`config.mk`:
```
export PLATFORM = sky130hd
export DESIGN_NAME = dle_stuffed_frame_receiver
export DESIGN_NICKNAME = d
export VERILOG_FILES = /design/src/hw/rtl/dsfr_pkg.sv /design/src/hw/rtl/dsfr_in_stage.sv /design/src/hw/rtl/dsfr_decoder.sv /design/src/hw/rtl/dsfr_out_stage.sv /design/src/hw/rtl/dle_stuffed_frame_receiver.sv
export SDC_FILE = /design/constraint.sdc
export NUM_CORES = 1
export LEC_CHECK = 0
export ABC_AREA = 1
export BUFFER_PORTS_ARGS = -buffer_cell sky130_fd_sc_hd__buf_4
export CAP_MARGIN = 15
export CORE_UTILIZATION = 45
export DETAILED_ROUTE_END_ITERATION = 8
export GPL_TIMING_DRIVEN = 1
export PLACE_DENSITY = 0.67
export SLEW_MARGIN = 30
export SYNTH_ARGS = -nofsm -noshare
export SYNTH_HDL_FRONTEND = slang
export SYNTH_SLANG_ARGS = --single-unit
```
`constraint.sdc`:
```
create_clock -name clk -period 2 [get_ports clk]
set_input_delay 0.4 -clock clk [delete_from_list [all_inputs] [get_ports clk]]
set_output_delay 0.4 -clock clk [all_outputs]
set_load 0.005 [all_outputs]
```
`src/hw/rtl/dsfr_pkg.sv`:
```
`default_nettype none

package dsfr_pkg;

	// Field widths of the byte and result channels
	localparam int BYTE_W = 8;
	localparam int STAT_W = 2;
	localparam int IDX_W  = 6;

	// Default frame buffer size
	localparam int FRAME_SIZE_DEF = 64;

	// Control characters on the line
	localparam logic [BYTE_W-1:0] FLAG_START = 8'hAA;
	localparam logic [BYTE_W-1:0] FLAG_ESC   = 8'h10;
	localparam logic [BYTE_W-1:0] FLAG_END   = 8'hFF;
	localparam logic [BYTE_W-1:0] FLAG_ACK   = 8'h30;

	// Status codes
	localparam logic [STAT_W-1:0] ST_DECODING = 2'd0;
	localparam logic [STAT_W-1:0] ST_ACK      = 2'd1;
	localparam logic [STAT_W-1:0] ST_OVERFLOW = 2'd2;
	localparam logic [STAT_W-1:0] ST_COMPLETE = 2'd3;

	// One decoded result
	typedef struct packed {
		logic [STAT_W-1:0] status;
		logic              data_valid;
		logic [BYTE_W-1:0] data_byte;
		logic [IDX_W-1:0]  data_index;
		logic [IDX_W-1:0]  frame_length;
	} dsfr_result_t;

endpackage

`default_nettype wire

```
`src/hw/rtl/dsfr_in_stage.sv`:
```
`default_nettype none

module dsfr_in_stage
	import dsfr_pkg::*;
(
	input  wire logic              clk,
	input  wire logic              arst_n,
	input  wire logic              in_valid,
	output logic                   in_ready,
	input  wire logic [BYTE_W-1:0] rx_byte,
	input  wire logic              advance,
	output logic                   valid_s1,
	output logic [BYTE_W-1:0]      byte_s1
);

	// Stage empties or moves on in the same cycle
	assign in_ready = !valid_s1 || advance;

	// Valid flag
	always_ff @(posedge clk or negedge arst_n) begin
		if (!arst_n) begin
			valid_s1 <= 1'b0;
		end else if (in_ready) begin
			valid_s1 <= in_valid;
		end
	end

	// Byte register, no reset
	always_ff @(posedge clk) begin
		if (in_valid && in_ready) begin
			byte_s1 <= rx_byte;
		end
	end

endmodule

`default_nettype wire

```
`src/hw/rtl/dsfr_decoder.sv`:
```
`default_nettype none

module dsfr_decoder
	import dsfr_pkg::*;
#(
	parameter int FRAME_SIZE = FRAME_SIZE_DEF
)
(
	input  wire logic              clk,
	input  wire logic              arst_n,
	input  wire logic              advance,
	input  wire logic [BYTE_W-1:0] byte_s1,
	output dsfr_result_t           result
);

	// Count holds up to FRAME_SIZE-1 for the limit compare
	localparam int CNT_W = $clog2(FRAME_SIZE);
	localparam logic [CNT_W-1:0] LIMIT = CNT_W'(FRAME_SIZE - 1);

	logic             in_frame_q, in_frame_d;
	logic             esc_q, esc_d;
	logic [CNT_W-1:0] cnt_q, cnt_d;
	logic             store;
	logic             check;

	// Byte decode and next state
	always_comb begin
		result            = '0;
		result.status     = ST_DECODING;
		in_frame_d        = in_frame_q;
		esc_d             = esc_q;
		cnt_d             = cnt_q;
		store             = 1'b0;
		check             = 1'b1;

		if (esc_q) begin
			// literal byte after an escape
			esc_d = 1'b0;
			store = in_frame_q;
		end else if (byte_s1 == FLAG_START) begin
			cnt_d      = '0;
			in_frame_d = 1'b1;
		end else if (byte_s1 == FLAG_END) begin
			// reported even with no frame open
			in_frame_d          = 1'b0;
			result.status       = ST_COMPLETE;
			result.frame_length = IDX_W'(cnt_q);
			check               = 1'b0;
		end else if (byte_s1 == FLAG_ACK) begin
			result.status = ST_ACK;
			check         = 1'b0;
		end else if (byte_s1 == FLAG_ESC) begin
			esc_d = in_frame_q;
		end else begin
			store = in_frame_q;
		end

		if (store) begin
			result.data_valid = 1'b1;
			result.data_byte  = byte_s1;
			result.data_index = IDX_W'(cnt_q);
			cnt_d             = cnt_q + 1'b1;
		end

		// overflow: byte is still stored, count wraps, frame stays open
		if (check && cnt_d >= LIMIT) begin
			cnt_d         = '0;
			result.status = ST_OVERFLOW;
		end
	end

	// Frame state
	always_ff @(posedge clk or negedge arst_n) begin
		if (!arst_n) begin
			in_frame_q <= 1'b0;
			esc_q      <= 1'b0;
			cnt_q      <= '0;
		end else if (advance) begin
			in_frame_q <= in_frame_d;
			esc_q      <= esc_d;
			cnt_q      <= cnt_d;
		end
	end

endmodule

`default_nettype wire

```
`src/hw/rtl/dsfr_out_stage.sv`:
```
`default_nettype none

module dsfr_out_stage
	import dsfr_pkg::*;
(
	input  wire logic   clk,
	input  wire logic   arst_n,
	input  wire logic   valid_s1,
	input  wire dsfr_result_t result,
	output logic        advance,
	output logic        out_valid,
	input  wire logic   out_ready,
	output dsfr_result_t res_s2
);

	logic valid_s2;

	// Result register loads when empty or being drained
	assign advance   = valid_s1 && (!valid_s2 || out_ready);
	assign out_valid = valid_s2;

	// Valid flag
	always_ff @(posedge clk or negedge arst_n) begin
		if (!arst_n) begin
			valid_s2 <= 1'b0;
		end else if (!valid_s2 || out_ready) begin
			valid_s2 <= valid_s1;
		end
	end

	// Result payload, no reset
	always_ff @(posedge clk) begin
		if (advance) begin
			res_s2 <= result;
		end
	end

endmodule

`default_nettype wire

```
`src/hw/rtl/dle_stuffed_frame_receiver.sv`:
```
// DLE byte-stuffed frame receiver.
// Input channel: in_valid/in_ready with rx_byte, one line byte per transfer.
// Output channel: out_valid/out_ready with status, data_valid, data_byte,
// data_index and frame_length; every input byte gives exactly one result.
// Control bytes: 0xAA opens a frame, 0xFF closes it (status frame complete,
// frame_length = payload count), 0x30 reports acknowledge, 0x10 inside a frame
// makes the next byte literal. Payload bytes come out with data_valid and their
// buffer index; when the count reaches FRAME_SIZE-1 status shows overflow and
// the count restarts at zero.
// Pipeline: each byte is held in the input register, then its result in the
// result register, which drives the outputs.
// Throughput: one byte per cycle while out_ready stays high, set by the single
// decode step between the two registers, which also updates the frame state.
// Reset (arst_n low) empties both registers, closes the frame, clears any
// pending escape and the count. When out_ready is low, the result register
// holds; the input register still takes one more byte, then in_ready drops
// until the result is taken.
`default_nettype none

module dle_stuffed_frame_receiver
	import dsfr_pkg::*;
#(
	parameter int FRAME_SIZE = FRAME_SIZE_DEF
)
(
	input  wire logic              clk,
	input  wire logic              arst_n,
	input  wire logic              in_valid,
	output logic                   in_ready,
	input  wire logic [BYTE_W-1:0] rx_byte,
	output logic                   out_valid,
	input  wire logic              out_ready,
	output logic [STAT_W-1:0]      status,
	output logic                   data_valid,
	output logic [BYTE_W-1:0]      data_byte,
	output logic [IDX_W-1:0]       data_index,
	output logic [IDX_W-1:0]       frame_length
);

	logic              advance;
	logic              valid_s1;
	logic [BYTE_W-1:0] byte_s1;
	dsfr_result_t      result;
	dsfr_result_t      res_s2;

	dsfr_in_stage u_in (
		.clk      (clk),
		.arst_n   (arst_n),
		.in_valid (in_valid),
		.in_ready (in_ready),
		.rx_byte  (rx_byte),
		.advance  (advance),
		.valid_s1 (valid_s1),
		.byte_s1  (byte_s1)
	);

	dsfr_decoder #(
		.FRAME_SIZE (FRAME_SIZE)
	) u_dec (
		.clk     (clk),
		.arst_n  (arst_n),
		.advance (advance),
		.byte_s1 (byte_s1),
		.result  (result)
	);

	dsfr_out_stage u_out (
		.clk       (clk),
		.arst_n    (arst_n),
		.valid_s1  (valid_s1),
		.result    (result),
		.advance   (advance),
		.out_valid (out_valid),
		.out_ready (out_ready),
		.res_s2    (res_s2)
	);

	assign status       = res_s2.status;
	assign data_valid   = res_s2.data_valid;
	assign data_byte    = res_s2.data_byte;
	assign data_index   = res_s2.data_index;
	assign frame_length = res_s2.frame_length;

endmodule

`default_nettype wire

```
**Yosys cells after proc, flatten, opt, wreduce, memory -nomap -nowiden**

Index checks and enable logic that the tools add are counted.

- Bits in registers: 41
- Word-level logic and storage cells: 56

- $add $sub $neg: 1
- $lt $le $gt $ge: 1
- Eq/ne operators: 4
- Mux-type cells: 25
- Bitwise operators: 2
- Reductions and logical operators: 11

Operator list:

| cell | number |
|---|---|
| 6-bit 2-to-1 mux | 4 |
| 1-bit 2-to-1 mux | 17 |
| 8-bit equality test (second input constant) | 2 |
| 15-bit 2-to-1 mux | 1 |
| 8-bit by 5-bit equality test with 1-bit output (second input constant) | 1 |
| 8-bit by 6-bit equality test with 1-bit output (second input constant) | 1 |
| 6-bit by 1-bit adder with 6-bit output (second input constant) | 1 |
| 6-bit >= comparator (second input constant) | 1 |
| 2-bit 2-to-1 mux | 3 |
| 3-bit OR reduction | 2 |
| 1-bit logical AND | 3 |
| 3-bit AND reduction | 1 |
| 1-bit zero test | 2 |
| 1-bit logical OR | 2 |
| 1-bit inverter | 2 |
| 2-bit nonzero test | 1 |

**Logic depth before layout (Yosys ltp)**

Gate-level depths: netlist of the first run.

- Word-level depth: 10
- Gate-level depth with buffers: 15

**Cells and area by module**

Synthesis of the first run repeated with hierarchy kept, for this count alone.

- Cells, all modules: 203
- Area, all modules: 1943.1 um^2

Modules (own cells, without submodules):

| module | times used | cells each | area each (um^2) | sequential area each (um^2) |
|---|---|---|---|---|
| dsfr_decoder | 1 | 160 | 918.4 | 200.2 |
| dsfr_out_stage | 1 | 29 | 739.5 | 715.7 |
| dsfr_in_stage | 1 | 14 | 285.3 | 265.3 |

**Worst setup path before layout of the first run**

No wires, ideal clock.

- Kind: reg-to-reg
- From: register u_in.byte_s1[2]
- To: register, netlist name u_out.res_s2[22]
- Data arrival time: 1.412 ns
- Required time: 1.740 ns
- Setup slack: 0.329 ns
- Stages on the path, launching flop included: 14
- Clock period less this slack: 1.671 ns
- Path through: edfxtp_1 > inv_2 > nand2_2 > nor2_2 > nand2_2 > nand4_2 > nand2_4 > nand2_4 > buf_6 > nand2_1 > o21ai_2 > nor2_4 > nand2_4 > nand2_1

- Word-level cells in the longest chain between the ends: 9
- Elaborated cells between the ends (all ways): 21
- Classes of those cells: 1 x order compare; 4 x eq/ne; 15 x mux; 1 x reduce/logical

RTL lines:

| element | RTL line | text |
|---|---|---|
| from (decl) | dsfr_in_stage.sv:13 | `output logic [BYTE_W-1:0] byte_s1` |
| from (signal assigned) | dsfr_in_stage.sv:31 | `byte_s1 <= rx_byte;` |
| 8-bit by 5-bit equality test with 1-bit output | dsfr_decoder.sv:52 | `end else if (byte_s1 == FLAG_ESC) begin` |
| 1-bit 2-to-1 mux | dsfr_decoder.sv:52 |  |
| 1-bit 2-to-1 mux | dsfr_decoder.sv:49 | `end else if (byte_s1 == FLAG_ACK) begin` |
| 1-bit 2-to-1 mux | dsfr_decoder.sv:43 | `end else if (byte_s1 == FLAG_END) begin` |
| 1-bit 2-to-1 mux | dsfr_decoder.sv:40 | `end else if (byte_s1 == FLAG_START) begin` |
| 1-bit 2-to-1 mux | dsfr_decoder.sv:36 | `if (esc_q) begin` |
| 6-bit 2-to-1 mux | dsfr_decoder.sv:58 | `if (store) begin` |
| 6-bit >= comparator | dsfr_decoder.sv:66 | `if (check && cnt_d >= LIMIT) begin` |
| 1-bit logical AND | dsfr_decoder.sv:66 |  |

Several ways; a longest one is shown, not always the timed one.
A chain may end at the register's enable or synchronous reset.

**Worst setup path after layout of the first run**

- From: register u_in.byte_s1[2]
- To: register, netlist name u_out.res_s2[22]

- Word-level cells in the longest chain between the ends: 9
- Elaborated cells between the ends (all ways): 21
- Classes of those cells: 1 x order compare; 4 x eq/ne; 15 x mux; 1 x reduce/logical

RTL lines:

| element | RTL line |
|---|---|
| 8-bit by 5-bit equality test with 1-bit output | dsfr_decoder.sv:52 |
| 1-bit 2-to-1 mux | dsfr_decoder.sv:52 |
| 1-bit 2-to-1 mux | dsfr_decoder.sv:49 |
| 1-bit 2-to-1 mux | dsfr_decoder.sv:43 |
| 1-bit 2-to-1 mux | dsfr_decoder.sv:40 |
| 1-bit 2-to-1 mux | dsfr_decoder.sv:36 |
| 6-bit 2-to-1 mux | dsfr_decoder.sv:58 |
| 6-bit >= comparator | dsfr_decoder.sv:66 |
| 1-bit logical AND | dsfr_decoder.sv:66 |

Several ways; a longest one is shown, not always the timed one.

==> flow_metrics.env, run 1 <==
export IMPL_synth_edf_count=31
export IMPL_fp_row_count=23
export IMPL_cp_arrival_ps=1850
export IMPL_place_congestion=0.9254
export IMPL_firstDrtPassIters=4
export IMPL_place_area_sq_mm=0.002271
export IMPL_cp_required_ps=2050
export IMPL_slew_headroom_pct=70.50
export IMPL_clock_latency_ps=300
export IMPL_fin_crit_ps=1806
export IMPL_worstHoldPathType="in2reg"
export IMPL_nets=254
export IMPL_avgRoutedWirePerCell_microns=11.66
export IMPL_ios=37
export IMPL_grt_pass1_wl_mm=5.816
export IMPL_synthTopCellsByCount="54 x nand2_1, 31 x edfxtp_1, 29 x nor2_1"
export IMPL_synth_most_common_cell="nand2_1"
export IMPL_rsz0062_at_grt="false"
export IMPL_ys_warn_count=0
export IMPL_drive_gt1_share_pct=28.10
export IMPL_grtUsageTotal_pct=18.15
export IMPL_dp_hpwl_mm=2.587
export IMPL_worstMarginPinSlew_ps=442.0
export IMPL_finalCritPeriodShare_pct=90.30
export IMPL_slew_violations=0
export IMPL_dieWidth_microns=67.33
export IMPL_synthFlopType="edfxtp_1"
export IMPL_routed_via_count=1370
export IMPL_cts_root_buf="clkbuf_8"
export IMPL_cp_end_kind="register"
export IMPL_synth_async_reset_ratio_pct=24.39
export IMPL_die_area_sq_mm=0.004533
export IMPL_fmaxAchievable_mhz=553.7
export IMPL_fill_cells=363
export IMPL_synth_seq_cells=41
export IMPL_cts_made_buffers=5
export IMPL_fin_worst_skew_ps=4.130
export IMPL_irDropWorstVdd_v=0.0005334
export IMPL_crit_fanout=13
export IMPL_ant_nets=0
export IMPL_viasPerCell=4.692
export IMPL_synth_area_per_cell_sq_um=9.749
export IMPL_synth_nets=210
export IMPL_tns_ps=0
export IMPL_yosysTopAreaCell="edfxtp_1"
export IMPL_grt_max_degree=17
export IMPL_wl_mm=3.406
export IMPL_synth_cell_types=24
export IMPL_die_h_microns=67.33
export IMPL_io_buffers=36
export IMPL_synth_area_top_cells="edfxtp_1 48%, dfrtp_1 13%, nand2_1 11%"
export IMPL_cts_setup_buffers=0
export IMPL_cap_violations=0
export IMPL_seq_area_frac_synth_pct=61.50
export IMPL_n_antenna_cell=0
export IMPL_drc_errors=0
export IMPL_hold_viol=0
export IMPL_design_core_area_sq_mm=0.004058
export IMPL_synth_top_cell_area_share_pct=48.47
export IMPL_antenna_found_initial=0
export IMPL_crit_type="reg2reg"
export IMPL_first_iter_violations=148
export IMPL_area_growth_pct=24.30
export IMPL_power_leakage_nw=1.128
export IMPL_clkTransAtPathRegs_ps=70
export IMPL_status="complete, no violations"
export IMPL_syn_inst=197
export IMPL_setup_viol=0
export IMPL_start_util_pct=47.33
export IMPL_h_tree_depth=2
export IMPL_cts_sinks=41
export IMPL_power_density_mw_per_mm2=916.5
export IMPL_fin_area_sq_mm=0.002387
export IMPL_synth_cell_area_sq_mm=0.001921
export IMPL_ctsLongestPathBuffers=2
export IMPL_cts_tree="done"
export IMPL_cp_start_kind="register"
export IMPL_grt_pass1_vias=1337
export IMPL_gr_total_overflow=0
area by class of cell:
class / count / area, sq um / share of cell area (%)
Multi-Input combinational cell: 127 / 625.6 / 26.21
Inverter: 25 / 93.84 / 3.931
Timing Repair Buffer: 41 / 322.8 / 13.52
Sequential cell: 41 / 1181 / 49.48
Clock inverter: 1 / 5.005 / 0.2096
Tap cell: 50 / 62.56 / 2.621
Clock buffer: 7 / 96.34 / 4.036
metrics by stage:
stage / hold WS (ps) / util, % / cells / worst slack, ps / power, mW
after floorplan: 104.4 / - / 197 / 328.6 / 1.419
after global placement: 235.7 / 55.97 / 283 / 188.8 / 1.620
after detailed placement: 236.3 / 55.97 / 283 / 195.0 / 1.626
after CTS: 270.7 / 58.71 / 292 / 192.1 / 2.205
after global routing: 268.1 / 58.83 / 292 / 0.3042 / 2.310
final: 277.5 / 58.83 / 292 / 194.0 / 2.188
where the power goes:
| group | total (mW) | internal (mW) | leakage, nW | switching, mW |
|---|---|---|---|---|
| Combinational | 0.469 | 0.202 | 0.635 | 0.266 |
| Clock | 0.582 | 0.311 | 0.0542 | 0.271 |
| Sequential | 1.14 | 1.05 | 0.439 | 0.0905 |
| Total | 2.19 | 1.56 | 1.13 | 0.628 |
flip-flops by register name (all words and copies together) (netlist names):
register and flops:
u_in.byte_s1 8, u_dec.in_frame_q 1, u_out.out_valid 1, u_in.valid_s1 1, u_dec.esc_q 1, u_dec.cnt_q 6
u_out.res_s2 23
logic make-up (layout without fill, tap and decap cells):
| family | after synthesis | in the layout | synth area share [%] |
|---|---|---|---|
| simple gates | 114 | 114 | 27.56 |
| flops | 41 | 41 | 61.50 |
| buf+inv | 29 | 74 | 6.189 |
| compound gates | 8 | 8 | 2.280 |
| xor+xnor | 4 | 4 | 1.824 |
| fa+ha+maj | 1 | 1 | 0.6514 |
per-layer routing:
metal	part of all wire (%)	GRT usage, %	up-vias	wire [microns]
met5	0	0	-	0
met4	3.4	12.23	0	116
met3	5.5	4.730	11	186
met2	45	27.63	49	1527
met1	46	22.56	596	1576
li1	-	-	714	-
what timing repair did:
action | in CTS | in global routing
gates resized for setup | 0 | 1
endpoints found under the setup margin | 0 | 1
hold buffers | 1 | 0
hold endpoints to repair | 10 | 0
cell usage in the layout (no fill, tap or decap):
cell type       n
nand4_2         1
xor2_1          4
nor3_1          3
buf_4          39
clkbuf_8        7
nand3_2         2
o21ai_2         1
nor2_1         29
inv_1          22
o21ai_0         3
nor2_4          2
edfxtp_1       31
dlygate4sd3_1   1
a21oi_1         4
buf_12          1
nand4_1         2
nand2_2         5
nor2_2          3
nand2_4         4
clkinv_1        1
nand2_1        54
nand3_1         9
clkinv_2        1
inv_2           2
dfrtp_1        10
ha_1            1
worst paths after layout:
check,from,end,slack [ps],cells after the start
worst max-delay path,u_in.byte_s1[2]$_DFFE_PP_,u_out.res_s2[22]$_SDFFCE_PP1P_,190,12
worst min-delay path,rx_byte[6],u_in.byte_s1[6]$_DFFE_PP_,280,1
worst max register to register,u_in.byte_s1[2]$_DFFE_PP_,u_out.res_s2[22]$_SDFFCE_PP1P_,190,12
worst min register to register,u_dec.esc_q$_DFFE_PN0P_,u_dec.esc_q$_DFFE_PN0P_,500,2
max in group asynchronous,arst_n,u_dec.in_frame_q$_DFFE_PN0P_,1400,2
min in group asynchronous,arst_n,u_dec.cnt_q[0]$_DFFE_PN0P_,460,2
worst max-delay path, cell delays in order (launching register included):
cell and delay [ps]:
edfxtp_1 440, inv_2 100, nand2_2 70, nor2_2 150
nand2_2 70, nand4_2 100, nand2_4 80, nand2_4 160
nand2_1 80, o21ai_2 100, nor2_4 70, nand2_4 80
nand2_1 50
(Power assumes the default switching activity.)
==> run 2, diff against run 1 <==
--- a/config.mk
+++ b/config.mk
@@ -8,10 +8,10 @@
 export ABC_AREA = 1
 export BUFFER_PORTS_ARGS = -buffer_cell sky130_fd_sc_hd__buf_4
 export CAP_MARGIN = 15
-export CORE_UTILIZATION = 45
+export CORE_UTILIZATION = 50
 export DETAILED_ROUTE_END_ITERATION = 8
 export GPL_TIMING_DRIVEN = 1
-export PLACE_DENSITY = 0.67
+export PLACE_DENSITY = 0.73
 export SLEW_MARGIN = 30
 export SYNTH_ARGS = -nofsm -noshare
 export SYNTH_HDL_FRONTEND = slang
==> run 2 against run 1 <==
Critical path depth unchanged. Total power up 1.7%. First-iteration DRC count down 60%. Flip-flop and latch count unchanged. Sequential power about the same. Final cell count down 0.68%. Register-to-register slack better by 20 ps. Largest power group unchanged. Via count up 2.1%. Design area unchanged. Combinational power down 3%. Worst hold slack better by 6.9 ps. Die area down 9.7%.
==> flow_metrics.env, run 2 (synthesis gave the netlist of run 1 again) <==
export IMPL_status="complete, no violations"
export IMPL_gr_total_overflow=0
export IMPL_slew_headroom_pct=75.39
export IMPL_worstMarginPinSlew_ps=369.1
export IMPL_area_growth_pct=24.30
export IMPL_final_setup_worst_slack_ps=209.2
export IMPL_dieWidth_microns=63.98
export IMPL_ant_nets=0
export IMPL_drive_gt1_share_pct=27.69
export IMPL_antenna_found_initial=0
export IMPL_ctsLongestPathBuffers=2
export IMPL_fmaxAchievable_mhz=558.4
export IMPL_io_buffers=36
export IMPL_grt_pass1_wl_mm=5.299
export IMPL_cts_setup_buffers=0
export IMPL_ios=37
export IMPL_final_cell_mix="54 x nand2_1, 40 x buf_4, 31 x edfxtp_1"
export IMPL_power_leakage_nw=1.126
export IMPL_cts_tree="done"
export IMPL_place_congestion=0.9830
export IMPL_pre_cts_slack_ps=188.3
export IMPL_irDropWorstVdd_v=0.0004945
export IMPL_rsz0062_at_grt="false"
export IMPL_top_regs="u_out.res_s2 (23), u_in.byte_s1 (8), u_dec.cnt_q (6)"
export IMPL_avgRoutedWirePerCell_microns=10.91
export IMPL_swShare_pct=27.57
export IMPL_switching_power_mw=0.6134
export IMPL_cts_root_buf="clkbuf_8"
export IMPL_finalCritPeriodShare_pct=89.54
export IMPL_cts_sinks=41
export IMPL_grt_pass1_vias=1182
export IMPL_first_iter_violations=59
export IMPL_drc_errors=0
export IMPL_clock_latency_ps=290
export IMPL_final_common_cell="nand2_1"
export IMPL_fin_worst_skew_ps=4.982
export IMPL_grtUsageTotal_pct=17.53
export IMPL_p_int_mw=1.611
export IMPL_hold_viol=0
export IMPL_design_core_area_sq_mm=0.003661
export IMPL_firstDrtPassIters=4
export IMPL_cp_start_kind="register"
export IMPL_start_util_pct=52.46
export IMPL_total_power_mw=2.225
export IMPL_power_frac_seq_pct=51.1
export IMPL_n_antenna_cell=0
export IMPL_setup_viol=0
export IMPL_crit_fanout=7
export IMPL_fin_area_sq_mm=0.002387
export IMPL_die_area_sq_mm=0.004093
export IMPL_cts_made_buffers=5
export IMPL_worstHoldPathType="in2reg"
export IMPL_hold_slack_ps=284.5
export IMPL_power_frac_clock_pct=28.6
export IMPL_wl_mm=3.164
export IMPL_p_comb_share_pct=20.4
export IMPL_tns_ps=0
export IMPL_largest_register_ffs=23
export IMPL_h_tree_depth=2
export IMPL_viasPerCell=4.824
export IMPL_fill_cells=335
export IMPL_nets=254
export IMPL_placed_cells=281
export IMPL_place_area_sq_mm=0.002256
export IMPL_grt_max_degree=21
export IMPL_cp_required_ps=2040
export IMPL_power_density_mw_per_mm2=931.9
export IMPL_routed_via_count=1399
export IMPL_fin_crit_ps=1791
export IMPL_dp_hpwl_mm=2.393
export IMPL_cp_arrival_ps=1830
export IMPL_top_register="u_out.res_s2"
export IMPL_clkTransAtPathRegs_ps=70
export IMPL_fp_row_count=22
export IMPL_crit_type="reg2reg"
export IMPL_finish_utilization_pct=65.21
export IMPL_cap_violations=0
export IMPL_die_h_microns=63.98
export IMPL_cp_end_kind="register"
export IMPL_slew_violations=0
export IMPL_fin_cells=290
-- run 2: timing repair --
action | CTS | global route
resized for setup | 0 | 2
endpoints found under the setup margin | 0 | 2
hold buffers | 1 | 0
hold endpoints to repair | 10 | 0
-- run 2: metal layers --
| layer | global-route usage, % | wire length [microns] |
|---|---|---|
| met1 | 23.54 | 1455 |
| met3 | 6.786 | 253 |
| met5 | 0 | 0 |
| met2 | 25.13 | 1394 |
| met4 | 7.670 | 61 |
-- run 2: layout make-up --
type                            instances  area (sq um)  area share (%)
Multi-Input combinational cell        127         634.4           26.57
Clock inverter                          2         35.03           1.468
Sequential cell                        41          1181           49.48
Tap cell                               48         60.06           2.516
Clock buffer                            6         72.57           3.040
Inverter                               25         93.84           3.931
Timing Repair Buffer                   41         310.3           13.00
-- run 2: final timing paths --
path	slack, ps	endpoint	cells after the start	start
max in group asynchronous	1400	u_dec.esc_q$_DFFE_PN0P_	2	arst_n
worst max-delay path	210	u_out.res_s2[22]$_SDFFCE_PP1P_	12	u_in.byte_s1[0]$_DFFE_PP_
worst min register to register	520	u_dec.esc_q$_DFFE_PN0P_	2	u_dec.esc_q$_DFFE_PN0P_
worst max register to register	210	u_out.res_s2[22]$_SDFFCE_PP1P_	12	u_in.byte_s1[0]$_DFFE_PP_
worst min-delay path	280	u_in.byte_s1[6]$_DFFE_PP_	1	rx_byte[6]
min in group asynchronous	460	u_dec.cnt_q[0]$_DFFE_PN0P_	2	arst_n
-- run 2: power groups by stage --
stage | Sequential (mW) | Clock, mW | Combinational, mW
2_1_floorplan | 1.13 | 0 | 0.285
3_3_place_gp | 1.15 | 0 | 0.449
3_5_place_dp | 1.15 | 0 | 0.452
4_1_cts | 1.14 | 0.645 | 0.455
5_1_grt | 1.15 | 0.681 | 0.509
6_report | 1.14 | 0.635 | 0.453
-- run 2: worst max-delay path: stages (launching register included) --
cell and delay (ps):
edfxtp_1 410, inv_1 120, nand2_2 80, nor3_1 210, nand3_2 200, nand2_1 100
inv_1 40, nand2_1 80, nand2_1 60, nand2_1 90, nor2_4 40, nand2_4 90
nand2_1 50
